==> src/hdl/halving_ring_allreduce_schedule_top_assert.svh <==
// Assertion macros for the schedule block's controller (hrar_ctrl).
// Each macro expects clk and rst_n in the scope where it is used.
`ifndef HALVING_RING_ALLREDUCE_SCHEDULE_TOP_ASSERT_SVH
`define HALVING_RING_ALLREDUCE_SCHEDULE_TOP_ASSERT_SVH

// Consequence must hold in the same cycle as the antecedent.
`define HRAR_ASSERT_NOW(lbl, ante, cons, msg) \
  lbl: assert property (@(posedge clk) disable iff (!rst_n) (ante) |-> (cons)) \
    else $error(msg);

// Consequence must hold in the cycle after the antecedent.
`define HRAR_ASSERT_NEXT(lbl, ante, cons, msg) \
  lbl: assert property (@(posedge clk) disable iff (!rst_n) (ante) |=> (cons)) \
    else $error(msg);

`endif

==> src/hdl/hrar_pkg.sv <==
`timescale 1ns / 1ps
`default_nettype none
package hrar_pkg;

  // Largest rank count the block is built for.
  localparam int MAX_RANKS = 128;
  // Largest rank count the 7-bit index fields can carry.
  localparam int FIELD_LIMIT = 128;
  localparam int RANK_LIMIT = (MAX_RANKS < FIELD_LIMIT) ? MAX_RANKS : FIELD_LIMIT;

  // Configuration register indexes.
  localparam logic CFG_RANK_COUNT = 1'b0;
  localparam logic CFG_OWN_INDEX  = 1'b1;

  // Phase codes.
  localparam logic CMD_REDUCE_SCATTER = 1'b0;
  localparam logic CMD_ALL_GATHER     = 1'b1;

  typedef struct packed {
    logic       cmd;
    logic [2:0] step_number;
  } in_word_t;

  typedef struct packed {
    logic [6:0] send_peer;
    logic [6:0] recv_peer;
    logic [6:0] slice_total;
    logic [5:0] pair_number;
    logic [6:0] tx_slice;
    logic [6:0] rx_slice;
    logic       last_pair;
    logic       bad_request;
  } out_word_t;

  // Commands from the controller to the datapath.
  typedef struct packed {
    logic load;
    logic calc;
    logic advance;
  } ctl_cmd_t;

  // Status from the datapath to the controller.
  typedef struct packed {
    logic last;
  } dp_status_t;

  // Smallest k with 2^k >= n; the comparisons are independent of each other.
  function automatic logic [3:0] step_count(input logic [7:0] n);
    logic [3:0] k;
    k = 4'd0;
    for (int i = 0; i < 8; i++) begin
      if ((9'd1 << i) < {1'b0, n}) begin
        k = 4'(i + 1);
      end
    end
    return k;
  endfunction

endpackage
`default_nettype wire

==> src/hdl/hrar_dp.sv <==
`timescale 1ns / 1ps
`default_nettype none
module hrar_dp (
  input  wire                   clk,
  input  wire                   rst_n,
  input  wire                   cfg_we,
  input  wire                   cfg_index,
  input  wire [7:0]             cfg_wdata,
  input  hrar_pkg::in_word_t    in_data,
  input  hrar_pkg::ctl_cmd_t    ctl,
  output hrar_pkg::dp_status_t  status,
  output hrar_pkg::out_word_t   out_data
);
  import hrar_pkg::*;

  logic [7:0] rank_count_r;
  logic [6:0] own_index_r;
  logic       cmd_r;
  logic [2:0] step_r;
  logic [6:0] to_r, from_r, tx_r, rx_r, total_r;
  logic [7:0] stride_r;
  logic [5:0] pair_r;
  logic       bad_r;

  logic [3:0] nsteps;
  logic       req_bad;
  logic [2:0] shift_k;
  logic [8:0] n9, r9, d9, dbl9, sum9, minus9, plus9, stride9, pairs9;

  // Subtract the stride modulo n; x and stride are both below n.
  function automatic logic [6:0] wrap_sub(input logic [6:0] x, input logic [7:0] stride,
                                          input logic [7:0] n);
    logic [8:0] xe;
    logic [8:0] res;
    xe = {2'b00, x};
    if (xe >= {1'b0, stride}) begin
      res = xe - {1'b0, stride};
    end else begin
      res = xe + {1'b0, n} - {1'b0, stride};
    end
    return res[6:0];
  endfunction

  // Configuration registers.
  always_ff @(posedge clk) begin
    if (!rst_n) begin
      rank_count_r <= 8'd1;
      own_index_r  <= 7'd0;
    end else if (cfg_we) begin
      if (cfg_index == CFG_RANK_COUNT) begin
        rank_count_r <= cfg_wdata;
      end else begin
        own_index_r <= cfg_wdata[6:0];
      end
    end
  end

  // Step setup: distance, peers, stride and pair count.
  always_comb begin
    nsteps  = step_count(rank_count_r);
    req_bad = (rank_count_r == 8'd0) || (rank_count_r > 8'(RANK_LIMIT)) ||
              ({1'b0, own_index_r} >= rank_count_r) || ({1'b0, step_r} >= nsteps);
    if (cmd_r == CMD_ALL_GATHER) begin
      shift_k = 3'(nsteps - 4'd1 - {1'b0, step_r});
    end else begin
      shift_k = step_r;
    end
    n9   = {1'b0, rank_count_r};
    r9   = {2'b00, own_index_r};
    d9   = 9'd1 << shift_k;
    dbl9 = d9 << 1;
    sum9 = r9 + d9;
    if (r9 >= d9) begin
      minus9 = r9 - d9;
    end else begin
      minus9 = r9 + n9 - d9;
    end
    if (sum9 >= n9) begin
      plus9 = sum9 - n9;
    end else begin
      plus9 = sum9;
    end
    if (dbl9 >= n9) begin
      stride9 = dbl9 - n9;
    end else begin
      stride9 = dbl9;
    end
    pairs9 = (n9 - 9'd1 + d9) >> ({1'b0, shift_k} + 4'd1);
  end

  // Request latch, setup load and per-pair stepping.
  always_ff @(posedge clk) begin
    if (ctl.load) begin
      cmd_r  <= in_data.cmd;
      step_r <= in_data.step_number;
    end
    if (ctl.calc) begin
      bad_r    <= req_bad;
      pair_r   <= 6'd0;
      total_r  <= pairs9[6:0];
      stride_r <= stride9[7:0];
      if (cmd_r == CMD_ALL_GATHER) begin
        to_r   <= plus9[6:0];
        from_r <= minus9[6:0];
        tx_r   <= own_index_r;
        rx_r   <= minus9[6:0];
      end else begin
        to_r   <= minus9[6:0];
        from_r <= plus9[6:0];
        tx_r   <= minus9[6:0];
        rx_r   <= own_index_r;
      end
    end else if (ctl.advance) begin
      pair_r <= pair_r + 6'd1;
      tx_r   <= wrap_sub(tx_r, stride_r, rank_count_r);
      rx_r   <= wrap_sub(rx_r, stride_r, rank_count_r);
    end
  end

  // The current pair is the last one of the step, or the error word.
  assign status.last = bad_r || ({1'b0, pair_r} + 7'd1 == total_r);

  // Output word; an error word carries only the error flag.
  always_comb begin
    out_data = '0;
    if (bad_r) begin
      out_data.bad_request = 1'b1;
    end else begin
      out_data.send_peer   = to_r;
      out_data.recv_peer   = from_r;
      out_data.slice_total = total_r;
      out_data.pair_number = pair_r;
      out_data.tx_slice    = tx_r;
      out_data.rx_slice    = rx_r;
      out_data.last_pair   = status.last;
    end
  end

endmodule
`default_nettype wire

==> src/hdl/hrar_ctrl.sv <==
`timescale 1ns / 1ps
`default_nettype none
`include "halving_ring_allreduce_schedule_top_assert.svh"
module hrar_ctrl (
  input  wire                   clk,
  input  wire                   rst_n,
  input  wire                   in_valid,
  output logic                  in_ready,
  output logic                  out_valid,
  input  wire                   out_ready,
  input  hrar_pkg::dp_status_t  status,
  output hrar_pkg::ctl_cmd_t    ctl
);
  import hrar_pkg::*;

  typedef enum logic [2:0] {
    S_IDLE = 3'b001,
    S_CALC = 3'b010,
    S_EMIT = 3'b100
  } state_t;

  state_t state_r, state_nxt;

  // Next-state logic.
  always_comb begin
    state_nxt = state_r;
    case (state_r)
      S_IDLE: begin
        if (in_valid) begin
          state_nxt = S_CALC;
        end
      end
      S_CALC: begin
        state_nxt = S_EMIT;
      end
      S_EMIT: begin
        if (out_ready && status.last) begin
          state_nxt = S_IDLE;
        end
      end
      default: begin
        state_nxt = S_IDLE;
      end
    endcase
  end

  always_ff @(posedge clk) begin
    if (!rst_n) begin
      state_r <= S_IDLE;
    end else begin
      state_r <= state_nxt;
    end
  end

  // Handshakes and datapath commands.
  assign in_ready    = (state_r == S_IDLE);
  assign out_valid   = (state_r == S_EMIT);
  assign ctl.load    = in_ready && in_valid;
  assign ctl.calc    = (state_r == S_CALC);
  assign ctl.advance = out_valid && out_ready && !status.last;

  `HRAR_ASSERT_NOW(a_no_overlap, in_ready, !out_valid, "input taken while a word is pending")
  `HRAR_ASSERT_NEXT(a_setup_after_take, in_valid && in_ready, ctl.calc && !out_valid,
                    "no setup cycle after an accepted request")
  `HRAR_ASSERT_NEXT(a_more_pairs, out_valid && out_ready && !status.last, out_valid,
                    "pair stream stopped before its last word")
  `HRAR_ASSERT_NEXT(a_done_after_last, out_valid && out_ready && status.last, in_ready,
                    "not ready for a request after the last word")

endmodule
`default_nettype wire

==> src/hdl/halving_ring_allreduce_schedule_top.sv <==
// Halving/doubling all-reduce schedule step generator for one rank.
// Configuration: write rank_count (index 0) and own_index (index 1) through
// cfg_we/cfg_index/cfg_wdata while the block is idle; writes take effect at once.
// Input channel (in_valid/in_ready/in_data): one word names the phase and the step.
// Result channel (out_valid/out_ready/out_data): one word per slice pair of the
// step, pair_number counting up and last_pair set on the final word. A bad step,
// index or rank count gives a single word with only bad_request set.
// Timing: after a request is taken, a setup state computes distance, peers and
// stride; then one word is offered per cycle while out_ready is high, paced by
// the one-pair-per-cycle slice stepper.
// Stall: a word stays on out_data until out_ready; the stepper holds meanwhile.
// A new request is taken only after the last word of the previous one.
// Reset (rst_n low at a clock edge): rank_count returns to 1, own_index to 0 and
// the controller to idle; no word is pending.
`timescale 1ns / 1ps
`default_nettype none
module halving_ring_allreduce_schedule_top (
  input  wire                  clk,
  input  wire                  rst_n,
  input  wire                  cfg_we,
  input  wire                  cfg_index,
  input  wire [7:0]            cfg_wdata,
  input  wire                  in_valid,
  output logic                 in_ready,
  input  hrar_pkg::in_word_t   in_data,
  output logic                 out_valid,
  input  wire                  out_ready,
  output hrar_pkg::out_word_t  out_data
);
  import hrar_pkg::*;

  ctl_cmd_t   ctl;
  dp_status_t status;

  // Sequencer.
  hrar_ctrl u_ctrl (
    .clk       (clk),
    .rst_n     (rst_n),
    .in_valid  (in_valid),
    .in_ready  (in_ready),
    .out_valid (out_valid),
    .out_ready (out_ready),
    .status    (status),
    .ctl       (ctl)
  );

  // Configuration, step setup and slice stepping.
  hrar_dp u_dp (
    .clk       (clk),
    .rst_n     (rst_n),
    .cfg_we    (cfg_we),
    .cfg_index (cfg_index),
    .cfg_wdata (cfg_wdata),
    .in_data   (in_data),
    .ctl       (ctl),
    .status    (status),
    .out_data  (out_data)
  );

endmodule
`default_nettype wire
==> config.mk <==
export PLATFORM = sky130hd
export DESIGN_NAME = halving_ring_allreduce_schedule_top
export DESIGN_NICKNAME = d
export VERILOG_FILES = /design/src/hdl/hrar_pkg.sv /design/src/hdl/hrar_dp.sv /design/src/hdl/hrar_ctrl.sv /design/src/hdl/halving_ring_allreduce_schedule_top.sv
export VERILOG_INCLUDE_DIRS = /design/src /design/src/hdl
export SDC_FILE = /design/constraint.sdc
export NUM_CORES = 1
export LEC_CHECK = 0
export BUFFER_PORTS_ARGS = -buffer_cell sky130_fd_sc_hd__buf_4
export CAP_MARGIN = 0
export CORE_AREA = 2 2 132 134
export DETAILED_ROUTE_END_ITERATION = 16
export DIE_AREA = 0 0 134 136
export PLACE_DENSITY = 0.68
export RECOVER_POWER = 50
export SYNTH_ARGS = -nofsm -noshare
export SYNTH_HDL_FRONTEND = slang
export SYNTH_SLANG_ARGS = --single-unit
==> constraint.sdc <==
create_clock -name clk -period 8.3 [get_ports clk]
set_input_delay 1.66 -clock clk [delete_from_list [all_inputs] [get_ports clk]]
set_output_delay 1.66 -clock clk [all_outputs]
set_load 0.02 [all_outputs]
==> Yosys cells after proc, flatten, opt, wreduce, memory -nomap -nowiden <==
Index checks and enable logic that the tools add are counted.
Widths: inputs -> output; s select.
{ "word_totals": {"ff_bits": 72, "inputBits": 18, "out_inout_bits": 45, "elab_cells": 99} }
{ "classes": {"add_sub_neg": 19, "magnitude_cmp": 16, "n_eq_ne": 6, "shifts": 2, "muxes": 27, "bitwise": 1, "reduce_logical": 14} }
{ "op_table": {"columns": ["op", "count"], "rows": [
  ["$mux 7", 12],
  ["$sub 7x7->7", 7],
  ["$mux 42", 1],
  ["$ge 7x8->1", 3],
  ["$add 7x7->7", 3],
  ["$mux 3", 7],
  ["$ge 9x8->1", 2],
  ["$add 7x9->9", 1],
  ["$add 9x9->9", 1],
  ["$ge 7x9->1", 1],
  ["$pmux 3 s3", 1],
  ["$shl 1x3->9 const A", 1],
  ["$shr 9x4->7", 1],
  ["$sub 8x1->9 const B", 1],
  ["$gt 8x8->1 const B", 1],
  ["$logic_not 8->1", 1],
  ["$lt 1x8->1 const A", 1],
  ["$lt 2x8->1 const A", 1],
  ["$lt 3x8->1 const A", 1],
  ["$lt 4x8->1 const A", 1],
  ["$lt 5x8->1 const A", 1],
  ["$lt 6x8->1 const A", 1],
  ["$lt 7x8->1 const A", 1],
  ["$lt 8x8->1 const A", 1],
  ["other kinds (22)", 33]
]} }

==> Logic depth before layout (Yosys ltp) <==
Gate-level depths: netlist of run 1.
{ "logic_depth": {"word_depth": 17, "mapped_depth": 28, "ltp_nobuf": 26} }

==> Cells and area by module <==
From an unflattened synthesis of run 1, not the netlist that was laid out.
{ "hier_totals": {"cells_unflattened": 914, "hier_area_um2": 7830.0} }
{ "modules_own_cells": {"columns": ["mod", "n_inst", "cells_per_inst", "area_per_inst_um2", "seq_area_each_um2"], "rows": [
  ["hrar_dp", 1, 896, 7656.1, 1861.8],
  ["hrar_ctrl", 1, 18, 173.9, 60.1]
]} }

==> Least setup slack after synthesis of run 1 <==
Ideal clock, no wire load.
{ "synth_path": {"path_kind": "flip-flop to flip-flop", "start": "reg u_dp.rank_count_r[2]", "end": "reg u_dp.to_r[6] (data pin)", "setup_time_ps": 260, "arrival_ps": 6138, "t_required_ps": 8040, "setup_slack_ps": 1902, "stages_incl_launch_ff": 27, "path_buffers": 2, "period_less_slack_ps": 6398, "cell_sequence": "dfxtp_1 clkbuf_1 nor4_1 o21ai_0 nor2_1 o22a_1 o32ai_1 ha_1 fa_1 nand2_1 a21boi_0 nand2_1 nor2_1 inv_1 ha_1 clkbuf_1 inv_1 a21oi_1 o31ai_4 xnor2_1 ha_1 a21o_1 a21oi_1 o21ai_0 a21oi_4 mux2_4 mux2_4"} }
{ "synth_via": {"elab_chain_len": 17, "word_cells_on_any_way": 30, "cone_classes": "add/sub: 7; order compare: 10; shift: 1; mux: 12"} }
{ "synth_lines": {"columns": ["item", "line", "text"], "rows": [
  ["from (decl)", "hrar_dp.sv:16", "logic [7:0] rank_count_r;"],
  ["from (signal assigned)", "hrar_dp.sv:51", "rank_count_r <= cfg_wdata;"],
  ["$lt 1x8->1", "hrar_pkg.sv:52", "if ((9'd1 << i) < {1'b0, n}) begin"],
  ["$mux 1", "hrar_pkg.sv:52", null],
  ["$mux 2 (2 in series)", "hrar_pkg.sv:52", null],
  ["$mux 3 (4 in series)", "hrar_pkg.sv:52", null],
  ["$mux 4", "hrar_pkg.sv:52", null],
  ["$sub 3x1->3", "hrar_dp.sv:64", "shift_k = 3'(nsteps - 4'd1 - {1'b0, step_r});"],
  ["$sub 3x3->3", "hrar_dp.sv:64", null],
  ["$mux 3", "hrar_dp.sv:63", "if (cmd_r == CMD_ALL_GATHER) begin"],
  ["$shl 1x3->9", "hrar_dp.sv:70", "d9 = 9'd1 << shift_k;"],
  ["$add 7x9->9", "hrar_dp.sv:72", "sum9 = r9 + d9;"],
  ["$ge 9x8->1 / $sub 7x7->7 (equally long branches)", "hrar_dp.sv:78, hrar_dp.sv:79", null],
  ["$mux 7", "hrar_dp.sv:78", "if (sum9 >= n9) begin"],
  ["$mux 7 (*)", "hrar_dp.sv:102", "if (cmd_r == CMD_ALL_GATHER) begin"],
  ["to (signal assigned)", "hrar_dp.sv:103", "to_r <= plus9[6:0];"],
  ["to (signal assigned)", "hrar_dp.sv:108", "to_r <= minus9[6:0];"],
  ["to (decl)", "hrar_dp.sv:20", "logic [6:0] to_r, from_r, tx_r, rx_r, total_r;"]
]} }
Every way passes the cells marked *; elsewhere a longest branch is shown, timed or not.
A chain may end at the register's enable or synchronous reset.

==> Worst setup path in the final report of run 1 <==
{ "layout_path": {"start": "reg u_dp.rank_count_r[0]", "end": "reg u_dp.to_r[6] (data pin)"} }
Same word-level chain as after synthesis.

==> results by group, run 1 <==
Run status
  • Status: finished, violations left
  • Failing checks: capacitance limit, slew limit

Global routing
  • Total GRT Usage: between 20% and 30%
  • Met1 Usage GRT: ~34%
  • First-pass GRT wire length: 34100 µm
  • Largest net degree at the start of global routing: 52
  • GR peak layer: met2
  • Antenna violations before repair: 0
  • Vias in the first global route: approximately 6.4k
  • Grt ovf: 0
  • Met3 Use GR: approximately 3.7%
  • GRT met2 Usage: between 30% and 40%

Synthesis
  • Largest family of logic cells by synthesized area: compound AO/OA/AOI/OAI gates
  • Top cells by area, synth: edfxtp_1 18%, ha_1 14%, fa_1 6.3%
  • Post-Synth Adder-Cell Area: roughly 21%
  • Prevailing post-synth register cell: edfxtp_1
  • Synth Warn #: 0
  • Area share of the largest cell type after synthesis: between 15 and 20%
  • Synth Area in Compound Gates: roughly 22%
  • Fraction of synthesized cell area in xor and xnor cells: around 5.3%
  • Post-Syn Area per Cell: approximately 8.5 µm²
  • Post-Synth Simple-Gate Area: 16.1%
  • Register area share after synthesis: 24.2%
  • Syn Nets: roughly 1.1k
  • #FFs+latches synth: 72
  • Syn Inst Count: approximately 940
  • Area of the mapped netlist: slightly below 8000 µm²
  • EDFF count, synth: 48
  • Most frequent cell after synthesis: inv_1
  • Synth async-reset ratio: 0%
  • Biggest area consumer among synthesized cells: edfxtp_1
  • Netlist cell types: between 70 and 80
  • Top post-synthesis cells by count: 116 x inv_1, 90 x ha_1, 70 x nor2_1, 67 x nand2_1, 54 x a21oi_1
  • Post-synthesis mux area share: 4.36%

Critical path
  • Reg2reg setup slack: around 1.2 ns
  • Reg2Reg Depth: 23
  • Crit path kind: flop to flop
  • Reg-to-reg endpoint: u_dp.to_r[6]$_DFFE_PP_
  • CP Capture Type: flop
  • Worst EP required: roughly 8.4 ns
  • Max FO, Critical Path: 9
  • CP Launch Type: flop
  • Reg-to-reg critical path startpoint: u_dp.rank_count_r[0]$_SDFFE_PN1P_
  • CP Data Arrival Time: 7.21 ns

Min path
  • WHS Endpoint: u_dp.rank_count_r[3]$_SDFFE_PN0P_
  • Hold Crit Start: u_dp.rank_count_r[3]$_SDFFE_PN0P_
  • HP Class: flop to flop
  • Hold Path Depth: 2

Timing
  • Slew HR: -79.9%
  • Minimum clock period: 7.10 ns
  • Endpoints failing setup: 0
  • Fin. Hold Viols: 0
  • RSZ-0062 raised after global routing: false
  • Tcrit/Tclk final: a little under nine tenths
  • Setup TNS Final: 0 ns
  • Peak Freq: about 140 MHz
  • Worst slew pin tran: 2.70 ns
  • Hold Slack: about 0.53 ns
  • Final slew viol count: approximately 100
  • Final setup skew: 0.0139 ns

Die
  • DIE WIDTH: 134 µm
  • FP Rows: 48
  • Io pins: 63
  • Vert. Die Dim: roughly 140 µm
  • Starting density of the core: a little under half
  • Core area: ~17000 µm²
  • Die footprint: 18200 µm²

Final layout
  • Filler instances: 1630
  • Diodes inserted: 0
  • Nets@finish: between 1k and 1.5k
  • Area grow syn2layout: 10.7%
  • Share of post-route cells with drive strength above 1: 7.93%

Place
  • IO Port Bufs: between 60 and 70
  • HPWL after DPL: 16700 µm
  • Final GP Congestion: a little under 1

Clock network
  • Clock latency on the worst-skew pair: between 0.3 and 0.4 ns
  • Max Root-Sink Buffers: 2
  • Num CTS Buffers: 9
  • Clk root buf: clkbuf_16
  • Clock Sinks: 72
  • Postcts setup bufs: 0
  • CTS tree: yes
  • Hold Buf Count CTS: 0
  • Post-cts sizing count: 0
  • Clk slew on worst S/H paths: 0.07 ns
  • H-tree Lvls: 3

Drt
  • Post-route ant nets: 0
  • 1st-pass router iterations: 5
  • Vias: 6795
  • WL per Instance: around 18 µm
  • DRC viols: 0
  • Vias per inst: 5.62
  • Initial DRC count: 720
  • DRT Wirelength: 21600 µm

Power
  • Maximum vdd ir drop: ~130 µV
  • PD cells: a little over 200 nW/µm²
  • Leakage: about 3.8 nW

Run
  • Max-cap violations: 2
## logic make-up (layout without fill, tap and decap cells)
family          after synthesis  count (layout)
flops                        72              72
buf+inv                     153             201
compound gates              249             249
xor+xnor                     48              48
fa+ha+maj                   117             117
mux                          33              33
simple gates                264             264
## per-layer routing
| metal | routed length (µm) | vias up |
|---|---|---|
| met5 | 0 | - |
| met4 | 692 | 0 |
| met3 | 1310 | 46 |
| met2 | 9450 | 219 |
| met1 | 10100 | 3150 |
| li1 | - | 3380 |
## where the power goes
| group | leakage (nW) | internal, mW | switching (mW) |
|---|---|---|---|
| sequential | 0.633 | 0.430 | 0.0183 |
| combinational | 3.06 | 0.384 | 0.545 |
| clock | 0.145 | 0.224 | 0.175 |
| total | 3.83 | 1.04 | 0.738 |
## worst max path at each step
stage	from	endpoint	depth (start not counted)
after floorplan	u_dp.rank_count_r[2]$_SDFFE_PN0P_	u_dp.to_r[6]$_DFFE_PP_	26
after global placement	u_dp.rank_count_r[0]$_SDFFE_PN1P_	u_dp.to_r[6]$_DFFE_PP_	24
after detailed placement	u_dp.rank_count_r[0]$_SDFFE_PN1P_	u_dp.to_r[6]$_DFFE_PP_	23
after CTS	u_dp.rank_count_r[0]$_SDFFE_PN1P_	u_dp.to_r[6]$_DFFE_PP_	23
after global routing	u_dp.rank_count_r[0]$_SDFFE_PN1P_	u_dp.to_r[6]$_DFFE_PP_	24
final	u_dp.rank_count_r[0]$_SDFFE_PN1P_	u_dp.to_r[6]$_DFFE_PP_	23
## critical path, cell delays in order (launching register included)
cell and delay (ns):
dfxtp_1 0.38, nor4_1 0.94, a221oi_1 0.23, o22a_1 0.21
o32ai_1 0.14, ha_1 0.23, fa_1 0.49, nand2_1 0.10
a21boi_0 0.51, nand2_1 0.19, nor2_1 0.36, inv_1 0.12
ha_1 0.51, inv_1 0.10, a21oi_1 0.32, o31ai_4 0.13
xnor2_1 0.20, ha_1 0.30, a21o_1 0.19, a21oi_1 0.13
o21ai_0 0.16, a21oi_4 0.32, mux2_4 0.34, mux2_4 0.25
## flip-flops by register name, indices dropped and copies added, names as in the netlist
signal	cells
u_dp.stride_r	8
u_dp.rx_r	7
u_dp.cmd_r	1
u_dp.total_r	7
u_dp.step_r	3
u_dp.pair_r	6
u_dp.rank_count_r	8
u_ctrl.state_r	3
u_dp.to_r	7
u_dp.bad_r	1
u_dp.tx_r	7
u_dp.from_r	7
u_dp.own_index_r	7
## per-stage QoR
step / worst slack [ns] / std cells / util (%) / power, mW / cell area (µm²)
floorplan: 1.90 / 936 / - / 1.16 / 7940
detailed placement: 1.35 / 1193 / 50.9 / 1.37 / 8590
finish: 1.20 / 1209 / 52.1 / 1.78 / 8790
CTS: 1.29 / 1209 / 52.7 / 1.77 / 8890
global route: 0.513 / 1209 / 52.1 / 1.90 / 8790
global placement: 1.48 / 1193 / 50.9 / 1.36 / 8590
## placed cells by master, fill, tap and decap left out, types with 14 or more instances in the layout
| cell | netlist | layout |
|---|---|---|
| nor2b_1 | 49 | 49 |
| inv_1 | 116 | 115 |
| nand2_1 | 67 | 67 |
| xor2_1 | 15 | 15 |
| edfxtp_1 | 48 | 48 |
| dfxtp_1 | 24 | 24 |
| nor3_1 | 14 | 14 |
| nor2_1 | 70 | 70 |
| buf_4 | 1 | 40 |
| a21boi_0 | 18 | 18 |
| a21o_1 | 19 | 19 |
| ha_1 | 90 | 90 |
| o21ai_0 | 45 | 45 |
| mux2i_1 | 26 | 26 |
| o211ai_1 | 14 | 14 |
| fa_1 | 25 | 25 |
| clkbuf_1 | 30 | 24 |
| a21oi_1 | 54 | 54 |
| nand3_1 | 26 | 26 |
| xnor2_1 | 33 | 33 |
## layout make-up
cell class	instances	area, µm²	share of cell area [%]
clock inverter	6	47.5	0.541
sequential	72	1920	21.9
clock buffer	10	250	2.85
inverter	117	444	5.05
tap	225	282	3.20
timing repair buffer	68	420	4.78
multi-input combinational	711	5430	61.7
No activity file was read; power rests on OpenSTA's default activity.
==> inputs of run 2 (changes only) <==
- ABC_AREA: not set -> 1
- CORE_AREA: 2 2 132 134 -> 2 2 133 135
- DIE_AREA: 0 0 134 136 -> 0 0 135 137
==> run 2 against run 1 <==
Compared with the run above: the run still ends with capacitance limit, slew limit left; synthesized cell count rose by 23%; via count grew 10%; highest routed layer unchanged; sequential power up 2%; clock power is essentially flat; count of clock-buffer cells in the layout fell by 1; area after synthesis rose by 1.5%; routed wire length rose by 3.1%; clock skew down 0.0044 ns; final cell count is 19% higher; combinational power grew 16%; first-iteration DRC count decreased by 31%.
==> results by group, run 2 <==
Power
  • Sw Ratio: 45.5% (+4.0 points)
  • Internal power: 1.05 mW (+1.3%)
  • Sequential Power Share: 23.8% (-1.5 points)
  • Clock group share of total power: 20.5% (-2.0 points)
  • Gate power share: 55.7% (+3.4 points)
  • Leakage: 4.76 nW (+24%)
  • Switch Pwr: 879 µW (+19%)
  • PD cells: 216 nW/µm² (+6.8%)
  • Maximum vdd ir drop: 139 µV (+3.6%)

Final layout
  • Share of post-route cells with drive strength above 1: 8.89% (+0.96 points)
  • Nets@finish: 1343 (+21%)
  • Most common cell after layout, fill and taps aside: nand2_1
  • Most frequent cells in the layout: 238 x nand2_1, 234 x inv_1, 107 x nor2_1, 94 x nand3_1, 90 x ha_1
  • Diodes inserted: 0 (unchanged)
  • Area grow syn2layout: 11.1%
  • Largest registers: u_dp.rank_count_r x8, u_dp.stride_r x8

Critical path
  • CP Launch Type: flop
  • CP Capture Type: flop
  • Cell mode on critical path: nand2_1
  • Worst EP required: 8.40 ns (about the same)
  • Worst path bufs/invs: 8 (+6)
  • Critical Path Slowest Stage Cell: fa_1
  • Crit path kind: flop to flop
  • Critical path's top delay family: simple AND/OR/NAND/NOR gates
  • CP peak stage delay: 0.50 ns (-0.44 ns)
  • Max FO, Critical Path: 13 (+4)
  • CP Data Arrival Time: 6.41 ns (-0.80 ns)

Clock network
  • H-tree Lvls: 3 (unchanged)
  • CTS tree: yes
  • Num CTS Buffers: 9 (unchanged)
  • Clock Sinks: 72 (unchanged)
  • Clock latency on the worst-skew pair: 0.36 ns (about the same)
  • Postcts setup bufs: 0 (unchanged)
  • Hold Buf Count CTS: 0 (unchanged)
  • Clk slew on worst S/H paths: 0.06 ns (about the same)
  • Clk root buf: clkbuf_16
  • Post-cts sizing count: 0 (unchanged)
  • Max Root-Sink Buffers: 2 (unchanged)

Timing
  • Setup TNS Final: 0 ns (unchanged)
  • RSZ-0062 raised after global routing: false
  • Final slew viol count: 70 (-29%)
  • Final setup margin: 1.99 ns (+0.793 ns)
  • Tcrit/Tclk final: 76.0% (-9.6 points)
  • Minimum clock period: 6.31 ns (-0.793 ns)
  • Final setup skew: 0.00944 ns (-0.00443 ns)
  • Hold Slack: 0.583 ns (+0.0548 ns)
  • Fin. Hold Viols: 0 (unchanged)
  • Worst slew pin tran: 1.87 ns (-0.824 ns)
  • Peak Freq: 158 MHz (+13%)
  • Slew HR: -24.9% (+55 points)
  • Endpoints failing setup: 0 (unchanged)

Synthesis
  • Prevailing post-synth register cell: edfxtp_1
  • EDFF count, synth: 48 (unchanged)
  • Synth async-reset ratio: 0% (unchanged)
  • Post-Syn Area per Cell: 6.98 µm² (-18%)
  • Area share of the largest cell type after synthesis: 17.9% (-0.26 points)
  • Most frequent cell after synthesis: nand2_1
  • Biggest area consumer among synthesized cells: edfxtp_1
  • #FFs+latches synth: 72 (unchanged)
  • Synth Warn #: 0 (unchanged)
  • Area of the mapped netlist: 8060 µm² (+1.5%)
  • Netlist cell types: 45 (-39%)
  • Top cells by area, synth: edfxtp_1 18%, ha_1 14%, nand2_1 11%
  • Register area share after synthesis: 23.8% (-0.35 points)
  • Syn Inst Count: 1155 (+23%)
  • Top post-synthesis cells by count: 238 x nand2_1, 234 x inv_1, 107 x nor2_1, 94 x nand3_1, 90 x ha_1
  • Syn Nets: 1288 (+20%)

Global routing
  • First-pass GRT wire length: 35300 µm (+3.5%)
  • Total GRT Usage: 25.0% (+0.75 points)
  • Vias in the first global route: 6853 (+7.6%)
  • Largest net degree at the start of global routing: 35 (-33%)
  • Grt ovf: 0 (unchanged)
  • Antenna violations before repair: 0 (unchanged)

Run
  • Max-cap violations: 2 (unchanged)

Drt
  • DRT Wirelength: 22300 µm (+3.1%)
  • Post-route ant nets: 0 (unchanged)
  • Initial DRC count: 496 (-31%)
  • Vias per inst: 5.20 (-7.6%)
  • Vias: 7482 (+10%)
  • 1st-pass router iterations: 5 (unchanged)
  • WL per Instance: 15.5 µm (-13%)
  • DRC viols: 0 (unchanged)

Min path
  • HP Class: flop to flop

Run status
  • Status: finished, violations left
  • Failing checks: capacitance limit, slew limit

Place
  • Worst slack at placement: 2.12 ns (+0.762 ns)
  • Final GP Congestion: 0.946 (-1.5%)
  • HPWL after DPL: 17600 µm (+5.8%)
  • IO Port Bufs: 62 (unchanged)

Die
  • Core area: 17100 µm² (+1.1%)
  • FP Rows: 48 (unchanged)
  • DIE WIDTH: 135 µm (+0.75%)
  • Starting density of the core: 47.2% (+0.19 points)
  • Die footprint: 18500 µm² (+1.5%)
  • Io pins: 63 (unchanged)
  • Vert. Die Dim: 137 µm (+0.74%)
## run 2: cell types whose count changed in the layout (fill, tap and decap cells not counted), sizes merged, moves of 26 or more
cell   delta
nand2   +195
nor2     +40
inv     +121
nand3    +72
mux2i    -26
a21oi    +32
nor2b    -49
## run 2: per-stage QoR
stage | power (mW) | std cells | area, µm² | util, %
floorplan | 1.28 | 1155 | 8060 | -
global placement | 1.52 | 1424 | 8730 | 51.2
detailed placement | 1.53 | 1424 | 8730 | 51.2
CTS | 1.93 | 1440 | 9030 | 52.9
global route | 2.10 | 1440 | 8950 | 52.5
finish | 1.93 | 1440 | 8950 | 52.5
## run 2: area by class of cell
cell class                      instances  area [µm²]
Clock inverter                          7        71.3
Fill cell                            1746        8110
Clock buffer                            9         225
Tap cell                              225         282
Sequential cell                        72        1920
Timing Repair Buffer                   68         439
Inverter                              239         902
Multi-Input combinational cell        820        5110
## run 2: worst paths after layout
kind                                                        start                          end  slack, ns  cells past startpoint
worst max-delay path            u_dp.rank_count_r[1]$_SDFFE_PN0P_     u_dp.from_r[2]$_DFFE_PP_       1.99                     37
worst min-delay path                  u_dp.pair_r[5]$_SDFFE_PP0P_  u_dp.pair_r[5]$_SDFFE_PP0P_       0.58                      4
worst max register to register  u_dp.rank_count_r[1]$_SDFFE_PN0P_     u_dp.from_r[2]$_DFFE_PP_       1.99                     37
worst min register to register        u_dp.pair_r[5]$_SDFFE_PP0P_  u_dp.pair_r[5]$_SDFFE_PP0P_       0.58                      4
## run 2: power by group through the flow
stage | logic (mW) | registers (mW) | clock network, mW
after floorplan | 0.819 | 0.456 | 0
after global placement | 1.05 | 0.466 | 0
after detailed placement | 1.06 | 0.466 | 0
after CTS | 1.07 | 0.458 | 0.400
after global routing | 1.22 | 0.461 | 0.413
final | 1.08 | 0.459 | 0.396
## run 2: layer usage
metal  vias up  track usage [%]  share of wire [%]
met2       249             39.6                 44
met3        43             5.78                7.1
met5         -                0                  0
li1       3802                -                  -
met1      3388             33.4                 45
met4         0             9.09                3.3
## run 2: cells by family after synthesis
kind of cell             Yosys count  synth area share, %
AND/OR/NAND/NOR                  507                 28.3
XOR/XNOR                          37                 4.02
AO/OA/AOI/OAI                    161                 10.9
flip-flops                        72                 23.8
buffers and inverters            263                 12.7
adder cells (fa/ha/maj)          115                 20.2
## run 2: worst register-to-register path: cells and delay by family, from the launching register on
family / cells / cell delay (ns)
simple gates: 22 / 2.58
fa+ha+maj: 4 / 1.54
buf+inv: 8 / 1.25
compound gates: 3 / 0.40
flops: 1 / 0.29
